## src/hw/rtl/pct_pkg.sv

```systemverilog
// ----------------------------------------------------------------------------
// pct_pkg
// Shared types, register map and clamp helper for the clamped-term PID block.
// ----------------------------------------------------------------------------
package pct_pkg;

    localparam int WORD_WIDTH = 32;
    localparam int FRAC_BITS  = 16;
    localparam int LIM_WIDTH  = WORD_WIDTH - 1;
    localparam int PROD_WIDTH = 2 * WORD_WIDTH;
    localparam int NUM_WIDTH  = PROD_WIDTH + 1;
    localparam int QUOT_WIDTH = WORD_WIDTH - 1;

    localparam int REG_COUNT  = 8;
    localparam int ADDR_WIDTH = $clog2(REG_COUNT) + 2;

    // register indexes
    localparam logic [2:0] REG_GAIN_P    = 3'd0;
    localparam logic [2:0] REG_GAIN_I    = 3'd1;
    localparam logic [2:0] REG_GAIN_D    = 3'd2;
    localparam logic [2:0] REG_P_LIMIT   = 3'd3;
    localparam logic [2:0] REG_I_LIMIT   = 3'd4;
    localparam logic [2:0] REG_D_LIMIT   = 3'd5;
    localparam logic [2:0] REG_OUT_LIMIT = 3'd6;
    localparam logic [2:0] REG_JUMP_THR  = 3'd7;

    // 100.0 and 10.0 in Q16.16
    localparam logic [LIM_WIDTH-1:0] LIMIT_RESET = LIM_WIDTH'(100 << FRAC_BITS);
    localparam logic [LIM_WIDTH-1:0] JUMP_RESET  = LIM_WIDTH'(10 << FRAC_BITS);

    typedef struct packed {
        logic [WORD_WIDTH-1:0] gain_p;
        logic [WORD_WIDTH-1:0] gain_i;
        logic [WORD_WIDTH-1:0] gain_d;
        logic [LIM_WIDTH-1:0]  p_limit;
        logic [LIM_WIDTH-1:0]  i_limit;
        logic [LIM_WIDTH-1:0]  d_limit;
        logic [LIM_WIDTH-1:0]  out_limit;
        logic [LIM_WIDTH-1:0]  jump_threshold;
    } t_cfg;

    typedef struct packed {
        logic                  done;
        logic                  ovf;
        logic [QUOT_WIDTH-1:0] quot;
    } t_div_res;

    // Symmetric clamp on sign and magnitude: sign * min(mag, lim).
    function automatic logic [WORD_WIDTH-1:0] clamp_mag(
        input logic [PROD_WIDTH-1:0] mag,
        input logic                  neg,
        input logic [LIM_WIDTH-1:0]  lim
    );
        logic [LIM_WIDTH-1:0]  sel;
        logic [WORD_WIDTH-1:0] ext;
        begin
            sel = (mag > {{(PROD_WIDTH-LIM_WIDTH){1'b0}}, lim}) ? lim : mag[LIM_WIDTH-1:0];
            ext = {1'b0, sel};
            return neg ? (WORD_WIDTH'(0) - ext) : ext;
        end
    endfunction

endpackage

```

## src/hw/rtl/pct_mul.sv

```systemverilog
// ----------------------------------------------------------------------------
// pct_mul
// Shared unsigned 32x32 multiplier with a registered 64-bit product.
// ----------------------------------------------------------------------------
module pct_mul
    import pct_pkg::*;
(
    input  logic                  i_clk,
    input  logic [WORD_WIDTH-1:0] i_a,
    input  logic [WORD_WIDTH-1:0] i_b,
    output logic [PROD_WIDTH-1:0] o_prod
);

    logic [PROD_WIDTH-1:0] r_prod;

    always_ff @(posedge i_clk) begin
        r_prod <= PROD_WIDTH'(i_a) * PROD_WIDTH'(i_b);
    end

    assign o_prod = r_prod;

endmodule

```

## config.mk

```make
export PLATFORM = sky130hd
export DESIGN_NAME = pct_mul
export DESIGN_NICKNAME = d
export VERILOG_FILES = /design/src/hw/rtl/pct_pkg.sv /design/src/hw/rtl/pct_mul.sv
export SDC_FILE = /design/constraint.sdc
export NUM_CORES = 2
export LEC_CHECK = 0
export BUFFER_PORTS_ARGS = -buffer_cell sky130_fd_sc_hd__clkbuf_2
export CAP_MARGIN = 10
export CORE_ASPECT_RATIO = 1.4
export CORE_MARGIN = 2
export CORE_UTILIZATION = 45
export CTS_CLUSTER_DIAMETER = 120
export DETAILED_ROUTE_END_ITERATION = 10
export HOLD_SLACK_MARGIN = 0.08
export SLEW_MARGIN = 20
export SYNTH_ARGS = -nofsm -noshare
export SYNTH_HDL_FRONTEND = slang
export SYNTH_SLANG_ARGS = --single-unit
```

## constraint.sdc

```tcl
create_clock -name i_clk -period 8.5 [get_ports i_clk]
set_input_delay 1.275 -clock i_clk [delete_from_list [all_inputs] [get_ports i_clk]]
set_output_delay 1.275 -clock i_clk [all_outputs]
set_load 0.02 [all_outputs]
```

==> implementation parameters <==
Parameter                              Value

Timing
  Transition time at the pin with the least slew margin ... 0.531 ns
  Number of setup violations in the final report ... 0
  Minimum clock period ... 8.24 ns
  Tcrit/Tclk final ... 97.0%
  Worst slew margin relative to its limit ... 64.3%
  Setup repair after global routing missed its margin ... false
  Highest achievable clock rate ... 0.121 GHz
  Smallest setup slack after layout ... between 0.2 and 0.3 ns
  Final number of max-transition violations ... 0
  Endpoints failing hold ... 0

Global route
  Remaining Overflow, GRT ... 0
  Via count of the first global-routing pass ... 28,000
  Wire length of the first global-routing pass ... about 160,000 microns
  Antenna violations before repair ... 3
  Maximum number of pins on one net before global-route repair ... 33
  Overall Global Routing Usage ... 26.7%

Critical path
  Cell type of the slowest stage on the worst timing path ... fa_1
  Crit path arrival time ... 8.54 ns
  WP data required ... just under 9 ns
  Launch point of the worst path ... i_b[13]
  CP max stage delay ... 0.58 ns
  Critical Setup Path Class ... input port to flip-flop
  Startpoint type of the worst setup path ... input port
  Type of element capturing the critical path ... flip-flop
  Crit path top cell by count ... fa_1
  Highest net fanout along the worst path ... 13

Status
  Status ... complete, no violations

Route
  Total wire length after detailed routing ... 101,000 microns
  Routed len/inst ... between 20 and 25 microns
  Drt initial violations ... 1,068
  DRT antenna net count ... 0
  Number of remaining DRC errors ... 0
  Total vias in the final route ... 25,200
  Post-detailed-route via-to-cell ratio ... about 5.2
  Iteration count of the initial detailed-routing pass ... 5

Clock network
  Total clock sinks ... 64
  # Post-CTS Setup Buffers ... 0
  Deepest level of the CTS H-tree ... 3
  Clock-pin slew on the worst setup and hold paths ... 0.06 ns
  Deepest clock path buffer count ... 2
  Clock tree from TritonCTS ... built
  Resized cells post-CTS ... 0
  Num CTS Buffers ... 9
  Number of buffers inserted by hold repair at cts ... 0
  CTS Root Buffer Type ... clkbuf_16

Layout
  Syn-to-layout area delta ... 9.07%
  Most common library cell in the layout ignoring fill and taps ... fa_1
  Max reg flops ... 64
  # fillers ... 7,313
  Share of post-route cells with drive strength above 1 ... 9.18%
  Multi-input gate area in the final layout ... 29,300 sq um
  Final cell count without fillers ... roughly 4,800
  # nets final ... 5,086
  Sequential cell area ... 1280 sq um
  Most frequent cells in the layout ... 896 x fa_1, 865 x inv_1, 602 x and2_1, 480 x nand2_1, 263 x ha_1

Logic synthesis
  Cell taking the most area after synthesis ... fa_1
  Number of enable-type register cells in the synthesized netlist ... 0
  Top cells by area, synth ... fa_1 52%, and2_1 11%, ha_1 9.5%, inv_1 9.4%, nand2_1 5.2%
  Number of distinct library cell variants in the gate-level netlist after synthesis ... 57
  Number of storage elements in the synthesis netlist ... 64
  Total nets after synthesis ... 4,972
  Combined area of all synthesized cells ... 34,700 sq um
  Post-synthesis sequential area ratio ... 3.69%
  Number of synthesis warnings ... 0
  Post-Syn Area per Cell ... 9.25 sq um
  Post-synthesis instance total ... approximately 3,700
  Predominant post-synthesis flop cell ... dfxtp_1
  Fraction of registers with async set or reset after synthesis ... 0%
  Fraction of post-synthesis cell area in the top cell type by area ... 51.7%

Worst hold path
  Worst hold path class ... input port to flip-flop
  Beginning of the worst hold path ... i_a[1]

Die
  Placeable core region ... 76,400 sq um
  Die footprint ... 79,300 sq um
  Placement Rows ... 120
  Starting Density ... 45.4%
  Io pins ... 129
  Die extent in x ... 239 microns
  Die Span Y ... 332 microns

Placed design
  Placed instance count ... 4,827
  Post-place setup slack ... -0.110 ns
  Half-perimeter wire length after placement ... 88,600 microns
  PortBufs ... 128
  Routability cong. ... 0.906

Run
  Max-cap violations ... 0
## layer usage
layer  GRT usage [%]  share of wire [%]  wire [microns]  vias to the layer above
met5               0              0.017              17                        -
li1                -                  -               -                    11000
met2            50.3                 56           56800                      621
met3            2.20                2.6            2650                      307
met1            26.4                 32           32000                    13200
met4            21.3                9.9           10000                        2
## worst paths after layout
check	slack, ns	cells after the start	endpoint
worst max-delay path	0.26	25	o_prod[62]
worst min-delay path	1.68	4	o_prod[1]
## stage by stage
step	utilization, %	area, sq um	hold WS [ns]	setup TNS [ns]
2_1_floorplan	-	34700	1.40	0
3_3_place_gp	49.1	37500	1.69	-0.120
3_5_place_dp	49.1	37500	1.69	-0.359
4_1_cts	49.5	37800	1.65	0
5_1_grt	49.5	37800	1.68	0
6_report	49.5	37800	1.68	0
## synth_stat cells, types with 12 or more instances
master	count
dfxtp_1	64
xnor2_1	35
inv_1	865
fa_1	896
a31oi_1	12
and3_1	14
xor2_1	25
a21o_1	40
clkbuf_1	213
and2_1	602
o21ai_0	21
a21oi_1	63
nand2_1	480
ha_1	263
nand4_1	23
nor2_1	20
## cells by family after synthesis
logic type,after synthesis,synth area share [%]
buffers and inverters,1085,11.8
AOI/OAI and AO/OA,202,4.15
and+or+nand+nor,1177,17.6
DFF,64,3.69
adders and majority gates,1159,61.2
muxes,1,0.0289
xor gates and xnor gates,60,1.52
## area by class of cell
class,instances,share of cell area [%]
clock inverter,6,0.225
clock buffer,9,0.595
antenna,2,0.0132
inverter,865,8.58
tap,976,3.23
multi-input combinational,2599,77.5
timing repair buffer,323,6.46
sequential,64,3.39
## critical path: cells and delay by family
kind | cells | cell delay [ns]
simple gates | 4 | 1.10
compound gates | 4 | 0.65
fa+ha+maj | 9 | 4.31
buf+inv | 7 | 1.00
xor+xnor | 1 | 0.16
Power is not shown: default switching activity piles up to over one toggle a cycle in this logic, so the estimate is an artifact.
