<file path="config.mk">
export PLATFORM = sky130hd
export DESIGN_NAME = pct_div
export DESIGN_NICKNAME = d
export VERILOG_FILES = /design/src/hw/rtl/pct_pkg.sv /design/src/hw/rtl/pct_div.sv
export SDC_FILE = /design/constraint.sdc
export NUM_CORES = 1
export LEC_CHECK = 0
export BUFFER_PORTS_ARGS = -buffer_cell sky130_fd_sc_hd__buf_2
export CAP_MARGIN = 30
export CORE_MARGIN = 3
export CORE_UTILIZATION = 40
export DETAILED_ROUTE_END_ITERATION = 16
export PLACE_DENSITY_LB_ADDON = 0.25
export SYNTH_ARGS = -nofsm -noshare
export SYNTH_HDL_FRONTEND = slang
export SYNTH_SLANG_ARGS = --single-unit
</file>
<file path="constraint.sdc">
create_clock -name i_clk -period 2.62 [get_ports i_clk]
set_input_delay 0.393 -clock i_clk [delete_from_list [all_inputs] [get_ports i_clk]]
set_output_delay 0.393 -clock i_clk [all_outputs]
set_load 0.1 [all_outputs]
</file>
<file path="src/hw/rtl/pct_pkg.sv">
// ----------------------------------------------------------------------------
// pct_pkg
// Shared types, register map and clamp helper for the clamped-term PID block.
// ----------------------------------------------------------------------------
package pct_pkg;

    localparam int WORD_WIDTH = 32;
    localparam int FRAC_BITS  = 16;
    localparam int LIM_WIDTH  = WORD_WIDTH - 1;
    localparam int PROD_WIDTH = 2 * WORD_WIDTH;
    localparam int NUM_WIDTH  = PROD_WIDTH + 1;
    localparam int QUOT_WIDTH = WORD_WIDTH - 1;

    localparam int REG_COUNT  = 8;
    localparam int ADDR_WIDTH = $clog2(REG_COUNT) + 2;

    // register indexes
    localparam logic [2:0] REG_GAIN_P    = 3'd0;
    localparam logic [2:0] REG_GAIN_I    = 3'd1;
    localparam logic [2:0] REG_GAIN_D    = 3'd2;
    localparam logic [2:0] REG_P_LIMIT   = 3'd3;
    localparam logic [2:0] REG_I_LIMIT   = 3'd4;
    localparam logic [2:0] REG_D_LIMIT   = 3'd5;
    localparam logic [2:0] REG_OUT_LIMIT = 3'd6;
    localparam logic [2:0] REG_JUMP_THR  = 3'd7;

    // 100.0 and 10.0 in Q16.16
    localparam logic [LIM_WIDTH-1:0] LIMIT_RESET = LIM_WIDTH'(100 << FRAC_BITS);
    localparam logic [LIM_WIDTH-1:0] JUMP_RESET  = LIM_WIDTH'(10 << FRAC_BITS);

    typedef struct packed {
        logic [WORD_WIDTH-1:0] gain_p;
        logic [WORD_WIDTH-1:0] gain_i;
        logic [WORD_WIDTH-1:0] gain_d;
        logic [LIM_WIDTH-1:0]  p_limit;
        logic [LIM_WIDTH-1:0]  i_limit;
        logic [LIM_WIDTH-1:0]  d_limit;
        logic [LIM_WIDTH-1:0]  out_limit;
        logic [LIM_WIDTH-1:0]  jump_threshold;
    } t_cfg;

    typedef struct packed {
        logic                  done;
        logic                  ovf;
        logic [QUOT_WIDTH-1:0] quot;
    } t_div_res;

    // Symmetric clamp on sign and magnitude: sign * min(mag, lim).
    function automatic logic [WORD_WIDTH-1:0] clamp_mag(
        input logic [PROD_WIDTH-1:0] mag,
        input logic                  neg,
        input logic [LIM_WIDTH-1:0]  lim
    );
        logic [LIM_WIDTH-1:0]  sel;
        logic [WORD_WIDTH-1:0] ext;
        begin
            sel = (mag > {{(PROD_WIDTH-LIM_WIDTH){1'b0}}, lim}) ? lim : mag[LIM_WIDTH-1:0];
            ext = {1'b0, sel};
            return neg ? (WORD_WIDTH'(0) - ext) : ext;
        end
    endfunction

endpackage

</file>
<file path="src/hw/rtl/pct_div.sv">
// ----------------------------------------------------------------------------
// pct_div
// Restoring serial divider, one quotient bit per cycle. Flags overflow when
// the quotient would reach 2^31, which lies beyond every clamp limit.
// ----------------------------------------------------------------------------
module pct_div
    import pct_pkg::*;
(
    input  logic                  i_clk,
    input  logic                  i_rst_n,
    input  logic                  i_start,
    input  logic [NUM_WIDTH-1:0]  i_num,
    input  logic [WORD_WIDTH-1:0] i_den,
    output t_div_res              o_res
);

    localparam int CNT_WIDTH = $clog2(QUOT_WIDTH + 1);

    logic                  r_busy;
    logic                  r_done;
    logic                  r_ovf;
    logic [CNT_WIDTH-1:0]  r_cnt;
    logic [WORD_WIDTH-1:0] r_rem;
    logic [WORD_WIDTH-1:0] r_den;
    logic [QUOT_WIDTH-1:0] r_bits;
    logic [QUOT_WIDTH-1:0] r_quot;

    logic [WORD_WIDTH:0]   trial;
    logic                  take;
    logic [WORD_WIDTH:0]   n_rem;
    logic                  start_ovf;

    assign trial     = {r_rem, r_bits[QUOT_WIDTH-1]};
    assign take      = trial >= {1'b0, r_den};
    assign n_rem     = take ? (trial - {1'b0, r_den}) : trial;
    assign start_ovf = i_num[NUM_WIDTH-1:QUOT_WIDTH]
                       >= {{(NUM_WIDTH-QUOT_WIDTH-WORD_WIDTH){1'b0}}, i_den};

    always_ff @(posedge i_clk) begin
        if (!i_rst_n) begin
            r_busy <= 1'b0;
            r_done <= 1'b0;
            r_ovf  <= 1'b0;
            r_cnt  <= '0;
        end else begin
            r_done <= 1'b0;
            if (i_start) begin
                r_ovf <= start_ovf;
                r_cnt <= CNT_WIDTH'(QUOT_WIDTH);
                if (start_ovf) begin
                    r_done <= 1'b1;
                end else begin
                    r_busy <= 1'b1;
                end
            end else if (r_busy) begin
                r_cnt <= r_cnt - 1'b1;
                if (r_cnt == CNT_WIDTH'(1)) begin
                    r_busy <= 1'b0;
                    r_done <= 1'b1;
                end
            end
        end
    end

    always_ff @(posedge i_clk) begin
        if (i_start) begin
            // partial remainder starts below the divisor, so 32 bits hold it
            r_rem  <= i_num[QUOT_WIDTH+WORD_WIDTH-1:QUOT_WIDTH];
            r_bits <= i_num[QUOT_WIDTH-1:0];
            r_den  <= i_den;
            r_quot <= '0;
        end else if (r_busy) begin
            r_rem  <= n_rem[WORD_WIDTH-1:0];
            r_bits <= {r_bits[QUOT_WIDTH-2:0], 1'b0};
            r_quot <= {r_quot[QUOT_WIDTH-2:0], take};
        end
    end

    assign o_res.done = r_done;
    assign o_res.ovf  = r_ovf;
    assign o_res.quot = r_quot;

endmodule

</file>
==> summary.txt, run 1 <==
Logic synthesis
  – Number of synthesis warnings: 0
  – Syn_nets: 953
  – Synthesized area: 8240 um^2
  – Yosys reg bits: 134
  – Post-synthesis sequential area ratio: 0.441
  – Synth top area share: 0.346
  – Ys async rst share: 0
  – Number of synthesized flops with an enable pin: 95
  – Post-synth top area cell: edfxtp_1
  – Mean post-synth cell area: 10.5 um^2
  – Synth unique cells: 59
  – Most common cell in the synthesized netlist: edfxtp_1
  – Top cells by area, synth: edfxtp_1, ha_1, dfxtp_1, mux2_2, mux2i_1
  – Synth Instances: 786
  – Ys flop type: edfxtp_1
  – Post-synth top cells: edfxtp_1, inv_1, ha_1, a21oi_1, nor2_1

Global routing
  – Global Route Usage Sum: 0.185
  – Vias in the first global route: 6619
  – Largest net degree at the start of global routing: 64
  – First-pass GRT wire length: 33100 um
  – Antenna violations before repair: 0
  – Remaining global-route overflow: 0

Clock tree
  – CTS tree: done
  – H-tree Lvls: 4
  – TritonCTS Buffers: 17
  – Clock Tree Buf Depth: 2
  – Clock sinks: 134
  – Worst-path clk slew: 0.07 ns
  – Clock Latency Late Sink: 0.43 ns
  – Root Buffer: clkbuf_16

STA
  – Max-slew headroom: 0.642
  – Worst Tran Pin Value: 0.531 ns
  – Crit path time final: 2.86 ns
  – Slew Viols, Final: 0
  – Fin. Hold Viols: 0
  – Fin crit share: 1.09
  – Fmax: 350 MHz
  – Final setup margin: -0.237 ns
  – Hold slack: 0.151 ns
  – Clock skew: 0.0109 ns
  – Final Setup Violations: 30
  – RSZ-0062 raised after global routing: yes

Critical path
  – Most frequent CP cell: nor4_4
  – CP peak stage delay: 0.41 ns
  – CP Capture Type: flop
  – CP Class: reg2reg
  – Slowest stage cell, crit path: edfxtp_1
  – Worst-path cell chain: ha_1, nand4_1, or3_4, nor4_4, and3_4, nor4_4, o21ai_4, buf_12, mux2_4, mux2_2
  – Worst Path Max Fanout: 12
  – Startpoint Class: flop
  – WP data required: 2.79 ns
  – CP top delay family: simple AND/OR/NAND/NOR gates
  – WP data arrival: 3.03 ns
  – Buf+Inv Stages, Crit Path: 1

Finish
  – Area growth syn-to-layout: 35.1%
  – Antenna Cells: 0
  – Nets: 1195
  – Post-layout util: 0.561
  – Layout cells sized above 1: 0.405

Power
  – Leakage: 0.00498 uW
  – Pwr Density: 754 nW/um^2
  – Peak supply drop: 429 uV

Die
  – Die width: 150 um
  – I/O pin count: 133
  – Die Height: 150 um
  – Die Area: 22400 um^2
  – # rows: 51
  – Starting Density: 0.415
  – Core ar.: 19800 um^2

Routing
  – DRT Pass-1 Iters: 5
  – DRT antenna net count: 0
  – First DRT Iteration DRCs: 275
  – Via count: 6610
  – Aggregate routed wire length: 20400 um
  – WL per Instance: 15.6 um
  – DRC viols: 0
  – DR vias/cell: 5.06

Placed design
  – Number of port buffers: 132
  – Dpl hpwl: 14600 um
  – GPL Wtd Cong: 0.852

Job
  – Max cap viols: 0

Run status
  – Failing checks: negative setup slack
  – Run status: complete, but fails checks

Worst hold path
  – Hold Crit Class: in2reg
-- metal layers --
metal	vias up	GRT usage	wire [um]	part of all wire
met2	157	0.297	9560	0.47
li1	3324	-	-	-
met4	0	0.0531	270	0.013
met3	20	0.0454	1180	0.058
met5	-	0	0	0
met1	3109	0.249	9410	0.46
-- cell type report --
type	instances	area, um^2
clock buffer	18	450
clock inverter	14	124
fill	1733	8710
inverter	75	282
multi-input combinational	540	4580
sequential	134	3630
tap	265	332
timing repair buffer	260	1730
-- state kept, by name (all words and copies together) (netlist names) --
| name | flops |
|---|---|
| r_done | 1 |
| r_quot | 31 |
| r_den | 32 |
| r_ovf | 1 |
| r_busy | 1 |
| r_bits | 31 |
| r_cnt | 5 |
| r_rem | 32 |
-- power by group --
group | leakage, uW | switching (uW) | internal, uW
registers | 0.00125 | 124 | 2540
clock network | 0.000288 | 1060 | 1310
logic | 0.00344 | 1560 | 1810
-- per-stage QoR --
step                      TNS, ns  instance area, um^2  setup slack [ns]  power [uW]  cells
after floorplan             -2.26                 8260            -0.189        4500    786
after global placement      -8.40                 9890            -0.368        5510   1248
after detailed placement    -6.48                 9890            -0.308        5540   1248
after CTS                   -3.54                10800            -0.225        8200   1294
after global routing        -8.26                11100            -0.349        8880   1306
final                       -4.23                11100            -0.237        8390   1306
-- layout by cell type, fill, tap and decap left out, types with 21 or more instances in the layout --
cell type | synthesis | final
o21ai_0 | 29 | 21
mux2i_1 | 39 | 37
edfxtp_1 | 95 | 95
buf_2 | 4 | 131
nor2_1 | 56 | 54
a21oi_1 | 58 | 48
nand2_1 | 44 | 40
a21o_1 | 24 | 24
mux2_2 | 46 | 43
inv_1 | 75 | 71
ha_1 | 66 | 50
buf_4 | 3 | 113
dfxtp_1 | 39 | 38
-- kinds of logic (layout without fill, tap and decap cells) --
| group | count (synthesis) | in the layout | synth area share |
|---|---|---|---|
| xor gates and xnor gates | 32 | 32 | 0.0340 |
| AOI/OAI and AO/OA | 172 | 172 | 0.135 |
| buffers and inverters | 112 | 367 | 0.0557 |
| and+or+nand+nor | 172 | 172 | 0.100 |
| muxes | 97 | 97 | 0.132 |
| DFF | 134 | 134 | 0.441 |
| adders and majority gates | 67 | 67 | 0.103 |
-- what timing repair did --
item	CTS	global route
setup endpoints to repair	33	33
pin swaps	20	28
resized for setup	45	50
setup buffers	15	13
hold buffers	0	0
-- final timing paths --
| check | from | end | slack (ns) | cells past startpoint |
|---|---|---|---|---|
| setup / recovery | r_rem[9] | r_rem[14] | -0.24 | 10 |
| hold / removal | i_den[10] | r_den[10] | 0.15 | 1 |
| setup reg to reg | r_rem[9] | r_rem[14] | -0.24 | 10 |
| hold reg to reg | r_ovf | r_ovf | 0.50 | 1 |
Power figures use the tool's default switching activity.
==> run 2, diff against run 1 <==
--- a/config.mk
+++ b/config.mk
@@ -9,7 +9,9 @@
 export CAP_MARGIN = 30
 export CORE_MARGIN = 3
 export CORE_UTILIZATION = 40
+export CTS_BUF_LIST = sky130_fd_sc_hd__clkbuf_4
 export DETAILED_ROUTE_END_ITERATION = 16
+export GPL_TIMING_DRIVEN = 0
 export PLACE_DENSITY_LB_ADDON = 0.25
 export SYNTH_ARGS = -nofsm -noshare
 export SYNTH_HDL_FRONTEND = slang
==> run 2 against run 1 <==
The run still ends with negative setup slack left. Sequential share of layout area rose by 1.1 points. Utilization fell by 1.8 points. Via count rose by 1.2%. Worst hold slack got worse by 0.10 ns. Clock power fell by 31%. Sequential cell count did not move. Routed wire length rose by 4.8%. Critical path type unchanged. Critical endpoint is now r_rem[25]. Largest cell class unchanged.
==> summary.txt, run 2 (synthesis gave the netlist of run 1 again) <==
Routing
  – DR vias/cell: 5.18
  – DRC viols: 0
  – First DRT Iteration DRCs: 389
  – DRT antenna net count: 0
  – WL per Instance: 16.6 um
  – Via count: 6689
  – DRT Pass-1 Iters: 5
  – Aggregate routed wire length: 21400 um

Finish
  – FILL cells: 1793
  – Post-layout util: 0.543
  – Nets: 1181
  – Commonest non-fill, non-tap cell in the layout: buf_2
  – Layout cells sized above 1: 0.347
  – Most frequent cells in the layout: buf_2, edfxtp_1, inv_1
  – Area growth syn-to-layout: 30.8%
  – Regs by FF count: r_den: 32 flops, r_rem: 32 flops
  – Finished Cell Area: 10800 um^2
  – Antenna Cells: 0

STA
  – Setup TNS: -7.70 ns
  – Fmax: 334 MHz
  – Fin. Hold Viols: 0
  – Slew Viols, Final: 0
  – RSZ-0062 raised after global routing: yes
  – Final setup margin: -0.372 ns
  – Final Setup Violations: 33
  – Clock skew: 0.0228 ns
  – Worst Tran Pin Value: 0.893 ns
  – Max-slew headroom: 0.405
  – Crit path time final: 2.99 ns
  – Fin crit share: 1.14

Global routing
  – Global Route Usage Sum: 0.192
  – Vias in the first global route: 6879
  – Largest net degree at the start of global routing: 38
  – First-pass GRT wire length: 33900 um
  – Remaining global-route overflow: 0
  – Antenna violations before repair: 0

Critical path
  – WP data arrival: 3.32 ns
  – R2R Path End: r_rem[25]
  – FF-to-FF Start: r_rem[7]
  – FF-to-FF path depth: 11
  – CP Capture Type: flop
  – Worst-path cell chain: ha_4, nand4_1, or3_4, nor4_4, and3_4, nor4_4, o21ai_4, buf_6, buf_12, mux2_4, mux2_4
  – Worst Path Max Fanout: 5
  – R2R setup slack: -0.37 ns
  – Startpoint Class: flop
  – Slowest stage cell, crit path: edfxtp_1
  – CP peak stage delay: 0.47 ns
  – WP data required: 2.94 ns
  – CP Class: reg2reg

Worst hold path
  – Hold path cells: 1
  – Hold Crit Class: in2reg
  – Min-delay src: i_den[0]
  – WHS Endpoint: r_den[0]

Run status
  – Run status: complete, but fails checks
  – Failing checks: negative setup slack

Die
  – # rows: 51
  – Core ar.: 19800 um^2
  – Starting Density: 0.415
  – Die Area: 22400 um^2
  – Die Height: 150 um
  – Die width: 150 um
  – I/O pin count: 133

Clock tree
  – H-tree Lvls: 4
  – TritonCTS Buffers: 17
  – Clock Tree Buf Depth: 2
  – CTS tree: done
  – Root Buffer: clkbuf_4
  – Clock Latency Late Sink: 0.56 ns
  – Worst-path clk slew: 0.14 ns
  – Clock sinks: 134

Placed design
  – GPL Wtd Cong: 0.872
  – DP Area: 9250 um^2
  – Dpl hpwl: 14600 um
  – Place WS: -0.937 ns
  – Number of port buffers: 131

Power
  – Total Power: 7380 uW
  – Pwr Density: 685 nW/um^2
  – Peak supply drop: 304 uV
  – Leakage: 0.00472 uW

Job
  – Max cap viols: 0
==> run 2: changes by cell type in the layout (fill, tap and decap cells not counted), moves of 3 or more <==
cell	previous run	this run
buf_1	0	4
buf_4	113	48
bufinv_16	0	3
clkbuf_1	0	16
clkbuf_16	18	0
clkbuf_4	0	17
dlygate4sd3_1	0	31
ha_1	50	46
ha_2	2	5
inv_4	4	1
mux2_2	43	40
mux2_4	15	18
nand3_1	15	12
nand3_2	0	3
==> run 2: how the worst max path moves through the flow <==
stage          depth (start not counted)      from         end  slack [ns]
6_report                              11  r_rem[7]   r_rem[25]       -0.37
5_1_grt                               11  r_rem[7]   r_rem[25]       -0.44
4_1_cts                               12  r_den[1]   r_rem[25]       -0.32
3_5_place_dp                           4   i_start   r_rem[11]       -0.94
3_3_place_gp                           4   i_start  r_bits[28]       -1.38
2_1_floorplan                         10  r_rem[5]   r_rem[12]       -0.19
==> run 2: stage by stage <==
step / hold WS [ns] / instances
after global placement: 0.474 / 1182
after global routing: 0.00169 / 1292
after CTS: 0.00737 / 1285
after floorplan: 0.473 / 786
after detailed placement: 0.486 / 1182
final: 0.0492 / 1292
==> run 2: power by group <==
part / leakage (uW) / switching [uW] / total [uW] / internal [uW]
clock: 0.000183 / 919 / 1630 / 709
sequential: 0.00125 / 118 / 2650 / 2530
combinational: 0.00329 / 1520 / 3100 / 1580
total: 0.00472 / 2560 / 7380 / 4820
==> run 2: timing repair <==
item                                    CTS  global route
endpoints found under the setup margin   96            33
resized for setup                        73            36
hold buffers                             31             0
buffers inserted                         45            13
endpoints found under the hold margin    31             0
pin swaps                                16            19
cloned                                    2             0
==> run 2: area by class of cell <==
cell class / count / area, um^2 / area share
Buffer: 26 / 146 / 0.0136
Inverter: 75 / 282 / 0.0261
Clock buffer: 17 / 128 / 0.0118
Multi-Input combinational cell: 541 / 4580 / 0.425
Timing Repair Buffer: 219 / 1470 / 0.136
Tap cell: 265 / 332 / 0.0308
Clock inverter: 15 / 210 / 0.0195
Sequential cell: 134 / 3630 / 0.337
==> run 2: worst max-delay path: cells and delay by family (launching register included) <==
family                     cells  cell delay, ns
AOI/OAI and AO/OA              1            0.09
adders and majority gates      1            0.33
buffers and inverters          2            0.27
DFF                            1            0.47
muxes                          2            0.56
and+or+nand+nor                5            1.02
==> run 2: routing by layer <==
metal / up-vias / routed length [um] / GRT usage
met2: 204 / 10100 / 0.319
met1: 3159 / 9760 / 0.249
met5: - / 0 / 0
li1: 3295 / - / -
met4: 0 / 262 / 0.0586
met3: 31 / 1240 / 0.0472
